## config.mk

```make
export PLATFORM = sky130hd
export DESIGN_NAME = sorted_priority_queue
export DESIGN_NICKNAME = d
export VERILOG_FILES = /design/src/hw/rtl/spq_pkg.sv /design/src/hw/rtl/spq_cell.sv /design/src/hw/rtl/sorted_priority_queue.sv
export SDC_FILE = /design/constraint.sdc
export NUM_CORES = 2
export LEC_CHECK = 0
export BUFFER_PORTS_ARGS = -buffer_cell sky130_fd_sc_hd__buf_4
export CAP_MARGIN = 10
export CORE_MARGIN = 2
export CORE_UTILIZATION = 59
export CTS_CLUSTER_DIAMETER = 100
export DETAILED_ROUTE_END_ITERATION = 6
export GPL_TIMING_DRIVEN = 0
export PLACE_DENSITY = 0.83
export SYNTH_ARGS = -nofsm -noshare
export SYNTH_HDL_FRONTEND = slang
export SYNTH_SLANG_ARGS = --single-unit
```

## constraint.sdc

```tcl
create_clock -name clk -period 14.7 [get_ports clk]
set_clock_uncertainty 0.15 [all_clocks]
set_input_delay 2.94 -clock clk [delete_from_list [all_inputs] [get_ports clk]]
set_output_delay 2.94 -clock clk [all_outputs]
set_load 0.1 [all_outputs]
```

## src/hw/rtl/spq_pkg.sv

```systemverilog
`default_nettype none

package spq_pkg;

    // Field widths of the transaction ports
    localparam int DATA_W        = 32;
    localparam int PRIO_PORT_W   = 8;
    localparam int STATUS_W      = 2;

    // Defaults for the top-level parameters
    localparam int DEPTH_DEF     = 16;
    localparam int PRIO_BITS_DEF = 8;

    // Request codes
    localparam logic REQ_INSERT = 1'b0;
    localparam logic REQ_REMOVE = 1'b1;

    // Result status codes
    localparam logic [STATUS_W-1:0] ST_INSERTED = 2'd0;
    localparam logic [STATUS_W-1:0] ST_REMOVED  = 2'd1;
    localparam logic [STATUS_W-1:0] ST_FULL     = 2'd2;
    localparam logic [STATUS_W-1:0] ST_EMPTY    = 2'd3;

    // Command broadcast to every cell of the chain
    typedef struct packed {
        logic ins;   // insert the new pair, queue not full
        logic rem;   // remove the front entry, queue not empty
    } cell_cmd_t;

endpackage

`default_nettype wire

```

## src/hw/rtl/spq_cell.sv

```systemverilog
`default_nettype none

module spq_cell #(
    parameter int SW = 8
) (
    input  wire                              clk,
    input  wire                              rst_n,
    input  wire spq_pkg::cell_cmd_t          cmd,
    input  wire signed [spq_pkg::DATA_W-1:0] new_data,
    input  wire        [SW-1:0]              new_prio,
    input  wire                              left_valid,
    input  wire signed [spq_pkg::DATA_W-1:0] left_data,
    input  wire        [SW-1:0]              left_prio,
    input  wire                              right_valid,
    input  wire signed [spq_pkg::DATA_W-1:0] right_data,
    input  wire        [SW-1:0]              right_prio,
    output logic                             valid,
    output logic signed [spq_pkg::DATA_W-1:0] data,
    output logic       [SW-1:0]              prio
);

    logic                              valid_reg;
    logic                              valid_next;
    logic signed [spq_pkg::DATA_W-1:0] data_reg;
    logic signed [spq_pkg::DATA_W-1:0] data_next;
    logic        [SW-1:0]              prio_reg;
    logic        [SW-1:0]              prio_next;
    logic                              keep_self;
    logic                              left_keeps;

    // An entry of equal or higher priority stays ahead of the new pair
    assign keep_self  = valid_reg && (prio_reg >= new_prio);
    assign left_keeps = left_valid && (left_prio >= new_prio);

    // Hold, take the new pair, shift back from the left, or advance from the right
    always_comb
    begin
        valid_next = valid_reg;
        data_next  = data_reg;
        prio_next  = prio_reg;
        if (cmd.ins)
        begin
            if (!keep_self)
            begin
                if (left_keeps)
                begin
                    valid_next = 1'b1;
                    data_next  = new_data;
                    prio_next  = new_prio;
                end
                else
                begin
                    valid_next = left_valid;
                    data_next  = left_data;
                    prio_next  = left_prio;
                end
            end
        end
        else if (cmd.rem)
        begin
            valid_next = right_valid;
            data_next  = right_data;
            prio_next  = right_prio;
        end
    end

    // Occupancy flag
    always_ff @(posedge clk or negedge rst_n)
    begin
        if (!rst_n)
        begin
            valid_reg <= 1'b0;
        end
        else
        begin
            valid_reg <= valid_next;
        end
    end

    // Entry payload
    always_ff @(posedge clk)
    begin
        data_reg <= data_next;
        prio_reg <= prio_next;
    end

    assign valid = valid_reg;
    assign data  = data_reg;
    assign prio  = prio_reg;

endmodule

`default_nettype wire

```

## src/hw/rtl/sorted_priority_queue.sv

```systemverilog
// Bounded priority queue of DEPTH data/priority pairs, held sorted in a chain of
// cells with the highest priority at the front. An insert lands behind every
// entry of equal or higher priority, so equal priorities leave in arrival order;
// an insert into a full queue is dropped with status full, a remove from an
// empty queue returns status empty. Every cell compares against the broadcast
// request and shifts with its neighbour in the same cycle, so a new transaction
// is accepted every cycle; the result sits in an output register from the cycle
// after acceptance, and the input stalls only while that register holds a
// result the output side has not taken. Only the low PRIO_BITS bits of
// priority_in are used (at most the 8-bit port width).
`default_nettype none

module sorted_priority_queue #(
    parameter int DEPTH     = spq_pkg::DEPTH_DEF,
    parameter int PRIO_BITS = spq_pkg::PRIO_BITS_DEF,
    localparam int CW       = $clog2(DEPTH + 1)
) (
    input  wire                                    clk,
    input  wire                                    rst_n,
    input  wire                                    in_valid,
    output logic                                   in_stall,
    input  wire                                    req_type,
    input  wire signed [spq_pkg::DATA_W-1:0]       data_in,
    input  wire        [spq_pkg::PRIO_PORT_W-1:0]  priority_in,
    output logic                                   out_valid,
    input  wire                                    out_stall,
    output logic signed [spq_pkg::DATA_W-1:0]      data_out,
    output logic       [spq_pkg::PRIO_PORT_W-1:0]  priority_out,
    output logic       [spq_pkg::STATUS_W-1:0]     status,
    output logic       [CW-1:0]                    entry_count
);

    localparam int SW = (PRIO_BITS < spq_pkg::PRIO_PORT_W) ? PRIO_BITS
                                                           : spq_pkg::PRIO_PORT_W;

    logic [DEPTH-1:0]                                valid_vec;
    logic [DEPTH-1:0][spq_pkg::DATA_W-1:0]           data_arr;
    logic [DEPTH-1:0][SW-1:0]                        prio_arr;

    logic [CW-1:0]                                   count_reg;
    logic [CW-1:0]                                   count_next;
    logic                                            out_valid_reg;
    logic signed [spq_pkg::DATA_W-1:0]               data_out_reg;
    logic signed [spq_pkg::DATA_W-1:0]               data_out_next;
    logic [spq_pkg::PRIO_PORT_W-1:0]                 priority_out_reg;
    logic [spq_pkg::PRIO_PORT_W-1:0]                 priority_out_next;
    logic [spq_pkg::STATUS_W-1:0]                    status_reg;
    logic [spq_pkg::STATUS_W-1:0]                    status_next;

    logic                                            accept;
    logic                                            full;
    logic                                            empty;
    logic [SW-1:0]                                   new_prio;
    spq_pkg::cell_cmd_t                              cmd;

    // Accept whenever the output register is free or being drained
    assign in_stall = out_valid_reg && out_stall;
    assign accept   = in_valid && !in_stall;

    assign full     = valid_vec[DEPTH-1];
    assign empty    = !valid_vec[0];
    assign new_prio = priority_in[SW-1:0];

    assign cmd = '{
        ins: accept && (req_type == spq_pkg::REQ_INSERT) && !full,
        rem: accept && (req_type == spq_pkg::REQ_REMOVE) && !empty
    };

    // Chain of cells, front at index 0
    for (genvar i = 0; i < DEPTH; i++)
    begin : g_cell
        logic                              lv;
        logic signed [spq_pkg::DATA_W-1:0] ld;
        logic        [SW-1:0]              lp;
        logic                              rv;
        logic signed [spq_pkg::DATA_W-1:0] rd;
        logic        [SW-1:0]              rp;

        // The front sees a left neighbour that always ranks equal to or above the new pair
        if (i == 0)
        begin : g_front
            assign lv = 1'b1;
            assign ld = '0;
            assign lp = '1;
        end
        else
        begin : g_left
            assign lv = valid_vec[i-1];
            assign ld = data_arr[i-1];
            assign lp = prio_arr[i-1];
        end

        // The tail takes an empty slot on a remove
        if (i == DEPTH - 1)
        begin : g_tail
            assign rv = 1'b0;
            assign rd = '0;
            assign rp = '0;
        end
        else
        begin : g_right
            assign rv = valid_vec[i+1];
            assign rd = data_arr[i+1];
            assign rp = prio_arr[i+1];
        end

        spq_cell #(
            .SW (SW)
        ) u_cell (
            .clk         (clk),
            .rst_n       (rst_n),
            .cmd         (cmd),
            .new_data    (data_in),
            .new_prio    (new_prio),
            .left_valid  (lv),
            .left_data   (ld),
            .left_prio   (lp),
            .right_valid (rv),
            .right_data  (rd),
            .right_prio  (rp),
            .valid       (valid_vec[i]),
            .data        (data_arr[i]),
            .prio        (prio_arr[i])
        );
    end

    // Form the result of the accepted transaction
    always_comb
    begin
        count_next        = count_reg;
        data_out_next     = '0;
        priority_out_next = '0;
        if (req_type == spq_pkg::REQ_INSERT)
        begin
            if (full)
            begin
                status_next = spq_pkg::ST_FULL;
            end
            else
            begin
                status_next = spq_pkg::ST_INSERTED;
                count_next  = count_reg + CW'(1);
            end
        end
        else
        begin
            if (empty)
            begin
                status_next = spq_pkg::ST_EMPTY;
            end
            else
            begin
                status_next       = spq_pkg::ST_REMOVED;
                count_next        = count_reg - CW'(1);
                data_out_next     = data_arr[0];
                priority_out_next = spq_pkg::PRIO_PORT_W'(prio_arr[0]);
            end
        end
    end

    // Control: entry count and output valid
    always_ff @(posedge clk or negedge rst_n)
    begin
        if (!rst_n)
        begin
            count_reg     <= '0;
            out_valid_reg <= 1'b0;
        end
        else
        begin
            if (accept)
            begin
                count_reg     <= count_next;
                out_valid_reg <= 1'b1;
            end
            else if (!out_stall)
            begin
                out_valid_reg <= 1'b0;
            end
        end
    end

    // Result payload
    always_ff @(posedge clk)
    begin
        if (accept)
        begin
            data_out_reg     <= data_out_next;
            priority_out_reg <= priority_out_next;
            status_reg       <= status_next;
        end
    end

    assign out_valid    = out_valid_reg;
    assign data_out     = data_out_reg;
    assign priority_out = priority_out_reg;
    assign status       = status_reg;
    assign entry_count  = count_reg;

    // Occupied cells always form a prefix whose length is the entry count
    a_count_matches: assert property (@(posedge clk) disable iff (!rst_n)
        ($countones(valid_vec) == int'(count_reg)) &&
        ((valid_vec & (valid_vec + DEPTH'(1))) == '0))
        else $error("cell occupancy disagrees with entry count");

    // An insert into a full queue reports full and leaves the count alone
    a_full_drop: assert property (@(posedge clk) disable iff (!rst_n)
        (accept && (req_type == spq_pkg::REQ_INSERT) && full) |=>
        (status_reg == spq_pkg::ST_FULL) && (count_reg == CW'(DEPTH)))
        else $error("insert into full queue not dropped");

    // A remove hands out the entry that stood at the front
    a_remove_front: assert property (@(posedge clk) disable iff (!rst_n)
        (accept && (req_type == spq_pkg::REQ_REMOVE) && !empty) |=>
        (status_reg == spq_pkg::ST_REMOVED) &&
        (data_out_reg == $past(data_arr[0])))
        else $error("removed entry is not the former front");

    // While the queue is not full, the front never ranks below its follower
    a_sorted_front: assert property (@(posedge clk) disable iff (!rst_n)
        valid_vec[DEPTH-1:DEPTH-1] != 1'b0 || DEPTH < 2 || !valid_vec[1] ||
        (prio_arr[0] >= prio_arr[1]))
        else $error("front entry outranked by its follower");

endmodule

`default_nettype wire

```

### Yosys cells after proc, flatten, opt, wreduce, memory -nomap -nowiden

Index checks and enable logic that the tools add are counted.

* bits in registers: 704
* output and inout port bits: 49
* word-level logic and storage cells: 334

* $add $sub $neg: 2
* magnitude comparators: 17
* equal/unequal tests: 19
* muxes and demuxes: 199
* bitwise gates (word level): 1
* reductions and logical operators: 43

Operators by type and width (count)
* $mux W32: 64
* $mux W8: 64
* $ge A8 B8 Y1: 16
* $mux W1: 65
* $ne A2 B2 Y1 const B: 17
* $reduce_and A2 Y1: 17
* $logic_and A1 B1 Y1: 22
* $mux W5: 3
* $ge A8 B8 Y1 const A: 1
* $mux W2: 3
* $add A5 B1 Y5 const B: 1
* $sub A5 B1 Y5 const B: 1
* $ne A2 B1 Y1 const B: 2
* $reduce_and A3 Y1: 1
* $logic_not A1 Y1: 2
* $reduce_bool A2 Y1: 1
* $not A1 Y1: 1

### Logic depth before layout (Yosys ltp)

* depth in word-level cells: 7
* gate-level depth with buffers: 9

### Cells and area by module

From an unflattened synthesis, not the netlist that was laid out.

* cells, all modules: 4435
* area, all modules: 41242.1 um^2

Modules (own cells, without submodules)
* spq_cell: times used 16, cells an instance 269, area an instance 2456.1 um^2, seq. area each 1226.2 um^2
* sorted_priority_queue: times used 1, cells an instance 131, area an instance 1944.4 um^2, seq. area each 1411.4 um^2

### Least setup slack after synthesis

Ideal clock, no wire load.

* kind: input -> register
* from: input out_stall
* to: register g_cell[13].u_cell.data_reg, in the netlist g_cell[13].u_cell.data[0] (enable)
* setup time: 0.493 ns
* data arrival time: 7.622 ns
* data required time: 14.057 ns
* slack: 6.436 ns
* cell stages on the path: 7
* path buffers: 2
* cell sequence: nand2_1 > nand2_1 > inv_1 > nand2_1 > buf_2 > buf_1 > o21ai_0

* word-level cells in the longest chain between the ends: 7

RTL lines
* start, declared: line sorted_priority_queue.sv:26 `input wire out_stall,`
* $logic_and A1 B1 Y1 *: line sorted_priority_queue.sv:57 `assign in_stall = out_valid_reg && out_stall;`
* $logic_not A1 Y1 *: line sorted_priority_queue.sv:58 `assign accept = in_valid && !in_stall;`
* $logic_and A1 B1 Y1 *: line sorted_priority_queue.sv:58
* named net accept: line sorted_priority_queue.sv:50 `logic accept;`
* $logic_and A1 B1 Y1, on equally long branches (2 in series): line sorted_priority_queue.sv:65, sorted_priority_queue.sv:66
* $ne A2 B2 Y1 (no line) or $reduce_bool A2 Y1 (tied branches)
* $reduce_and A2 Y1 (no line) *
* end signal, assigned: line spq_cell.sv:83 `data_reg <= data_next;`
* end, declared: line spq_cell.sv:24 `logic signed [spq_pkg::DATA_W-1:0] data_reg;`

The timed path passes the listed nets; every way through them passes the cells marked *.
A chain may end at the register's enable or synchronous reset.

### Worst setup path after layout

* from: input out_stall
* to: output in_stall

* word-level cells in the longest chain between the ends: 1

RTL lines
* $logic_and A1 B1 Y1: line sorted_priority_queue.sv:57
* end, declared: line sorted_priority_queue.sv:21 `output logic in_stall,`

No other way between the ends.

==> flow_summary.yaml <==
outcome:
  run_status: "finished with violations"
  violated_checks: "antenna violations"
power:
  leakagePower_nw: 15.1
  pwr_density_cell_nw_per_um2: 171
  vdd.ir_drop.worst_mv: 0.0971
critical_path:
  path_max_fanout: 3
  crit_path_start: "out_stall"
  worst-r2r-cell-count: 9
  timing.critical_path.mode_cell: "buf_4"
  worst_path_max_delay_cell: "buf_4"
  worst_setup_path_start_kind: "primary input"
  cp.arrival_ns: 3.42
  cp.required_ns: 11.61
  setup.worst_path.end_class: "output port"
  critPathCapture: "in_stall"
  startpoint_to_endpoint_class_of_the_critical_path: "primary input to output port"
  critical_path.max_stage_delay_ns: 0.28
  crit-reg2reg-launch: "out_valid"
  reg2reg_setup_slack_ns: 10.63
  worstPathCellList: "buf_4 > nand2_1 > inv_1 > buf_4"
  family_of_cells_with_the_greatest_summed_delay_on_the_critical_path: "buffers and inverters"
  timing.critical_path.buf_inv: 3
  worst_r2r_endpoint: "g_cell[1].u_cell.data[11]"
  critical_path_depth: 4
routing:
  wl_mm: 110
  detail_route_antenna_nets: 1
  via_count: 30205
  viasPerCell: 6.93
  drtPass1Iterations: 6
  dr.first_iter.drc_count: 4354
  drc: 0
  wire_per_inst_um: 25.2
place:
  post-dp-hpwl_mm: 81.2
  dp_cells: 4227
  port_buffers: 93
  globalplace.congestion: 0.976
  area_after_detailed_placement_um2: 38500
synthesis:
  synthDominantCellAreaShare_pct: 56.5
  synth_edf_count: 682
  synth_common_cells: "nand2_1 (715), edfxtp_1 (682), nand3_1 (560), o211ai_1 (546), buf_2 (166)"
  yosys-top-cells-area: "edfxtp_1 (56%), o211ai_1 (11%), nand3_1 (7.7%), nand2_1 (7.4%), ha_1 (4.2%)"
  syn-num-nets: 3503
  synth_top_family_by_area: "simple AND/OR/NAND/NOR gates"
  yosysTopAreaCell: "edfxtp_1"
  mappedNetlistArea_um2: 36300
  compound_gate_portion_of_the_synthesized_area_pct: 14.9
  synthesis_warnings: 0
  ys_dominant_reg_cell: "edfxtp_1"
  synth_sequential_area_ratio_pct: 58.0
  syn-instance-count: 3334
  yosys.area_share.adder_pct: 4.30
  synth-async-reset-ratio_pct: 3.13
  synth_seq_cells: 704
  mux_share_of_post_synthesis_cell_area_pct: 1.10
  post_synth_and_or_nand_nor_area_fraction_pct: 16.8
  most_common_cell_in_the_netlist: "nand2_1"
  synth-xor-area-share_pct: 0.0966
  yosys.cell_types.count: 42
  avgSynthCellArea_um2: 10.9
cts:
  root_buffer: "clkbuf_16"
  cts_tree: "yes"
  insertion_delay_ns: 0.63
  cts_setup_buffers: 0
  cts_h_tree_depth: 3
  hold_buffers: 0
  cts-buffers-inserted: 72
  clkTransAtPathRegs_ns: 0.06
  clock_sink_count: 704
  cts.repair.resized: 0
  maximum_buffer_depth_of_the_clock_tree: 3
sta:
  slew_at_the_pin_with_the_worst_max_slew_slack_ns: 1.41
  post-route-min-period_ns: 6.51
  fin_hold_ws_ns: 0.318
  final-max-slew-violation-count: 0
  final.period_utilization_pct: 44.3
  rsz0062_at_grt: "no"
  report.final.setup_viol: 0
  worst_slew_margin_rel_pct: 5.91
  max_freq_mhz: 154
  final-hold-violation-count: 0
  setup_tns_ns: 0
final_layout:
  final.fill_count: 4506
  final_nets: 3689
  largest_register_ff_count: 512
  layout-drive-gt1-share_pct: 12.4
  final_area_um2: 40800
  post-route-util_pct: 67.3
  instances_no_fill: 4361
  syn_to_final_growth_pct: 12.5
die:
  die_y_um: 252
  io-pin-count: 94
  initial_utilization_pct: 59.9
  design.die.area_um2: 63500
  floorplan.rows: 90
  fp.dieW_um: 252
  core_box_area_um2: 60600
global_routing:
  vias_in_the_first_global_route: 30098
  grtUsageTotal_pct: 34.1
  grt_first_pass_wirelength_mm: 167
  initial_antenna_violation_count: 0
  gr_ovfl_total: 0
  largest_net_degree_at_the_start_of_global_routing: 50
hold_path:
  min_delay_path_depth: 1
  hold_path.class: "flip-flop to flip-flop"
run:
  drv.max_cap_violation_count: 0
layout by cell type, fill, tap and decap left out, types with 15 or more instances in the layout:
master and instances:
and3_1 55, o21ai_0 20, buf_4 118, buf_12 21, ha_1 123, o211ai_1 546, edfxtp_1 682, nor2_1 16
a21o_1 17, nand3_1 560, o2111ai_1 15, nand2_1 715, clkbuf_16 76, o22ai_1 28, clkbuf_1 133, buf_2 166
dfrtp_1 22, clkinv_1 16, mux2i_1 40, inv_1 43
report_power, final:
| part | switching (mW) | total, mW | internal [mW] | leakage (nW) |
|---|---|---|---|---|
| logic | 1.49 | 2.11 | 0.622 | 7.35 |
| registers | 0.248 | 3.00 | 2.75 | 6.64 |
| clock network | 0.809 | 1.86 | 1.05 | 1.12 |
through the flow:
stage / total power, mW / worst slack, ns
after floorplan: 4.36 / 6.44
after global placement: 4.95 / 3.24
after detailed placement: 5.05 / 8.17
after CTS: 6.88 / 8.19
after global routing: 7.21 / 8.15
final: 6.97 / 8.19
worst min-delay path by stage:
stage,from,end,slack [ns]
2_1_floorplan,g_cell[15].u_cell.data[0],g_cell[14].u_cell.data[0],0.36
3_3_place_gp,entry_count[4],entry_count[4],0.31
3_5_place_dp,entry_count[4],entry_count[4],0.31
4_1_cts,entry_count[4],entry_count[4],0.32
5_1_grt,entry_count[4],entry_count[4],0.35
6_report,entry_count[4],entry_count[4],0.32
cell type report:
class / count / area, um2 / share of cell area [%]
diodes: 5 / 12.5 / 0.0307
plain buffers: 323 / 1590 / 3.89
clock buffers: 90 / 1950 / 4.79
clock inverters: 38 / 343 / 0.841
inverters: 44 / 165 / 0.405
multi-input cells: 2263 / 13600 / 33.5
flip-flops and latches: 704 / 21000 / 51.6
well taps: 782 / 978 / 2.40
repair buffers: 112 / 1070 / 2.62
cells by family (layout without fill, tap and decap cells):
kind of cell | after synthesis | in the layout
fa+ha+maj | 124 | 124
other cells | 0 | 5
mux | 40 | 40
flops | 704 | 704
compound gates | 718 | 718
xor+xnor | 4 | 4
buf+inv | 367 | 607
simple gates | 1377 | 1377
layer usage:
| metal | vias to the layer above | routed length (um) | track usage [%] |
|---|---|---|---|
| met5 | - | 0 | 0 |
| met4 | 0 | 5500 | 16.5 |
| met3 | 317 | 12800 | 6.50 |
| met2 | 2037 | 49800 | 52.6 |
| met1 | 14772 | 41600 | 46.7 |
| li1 | 13079 | - | - |
Note: power is estimated with default switching activity, not from simulation.
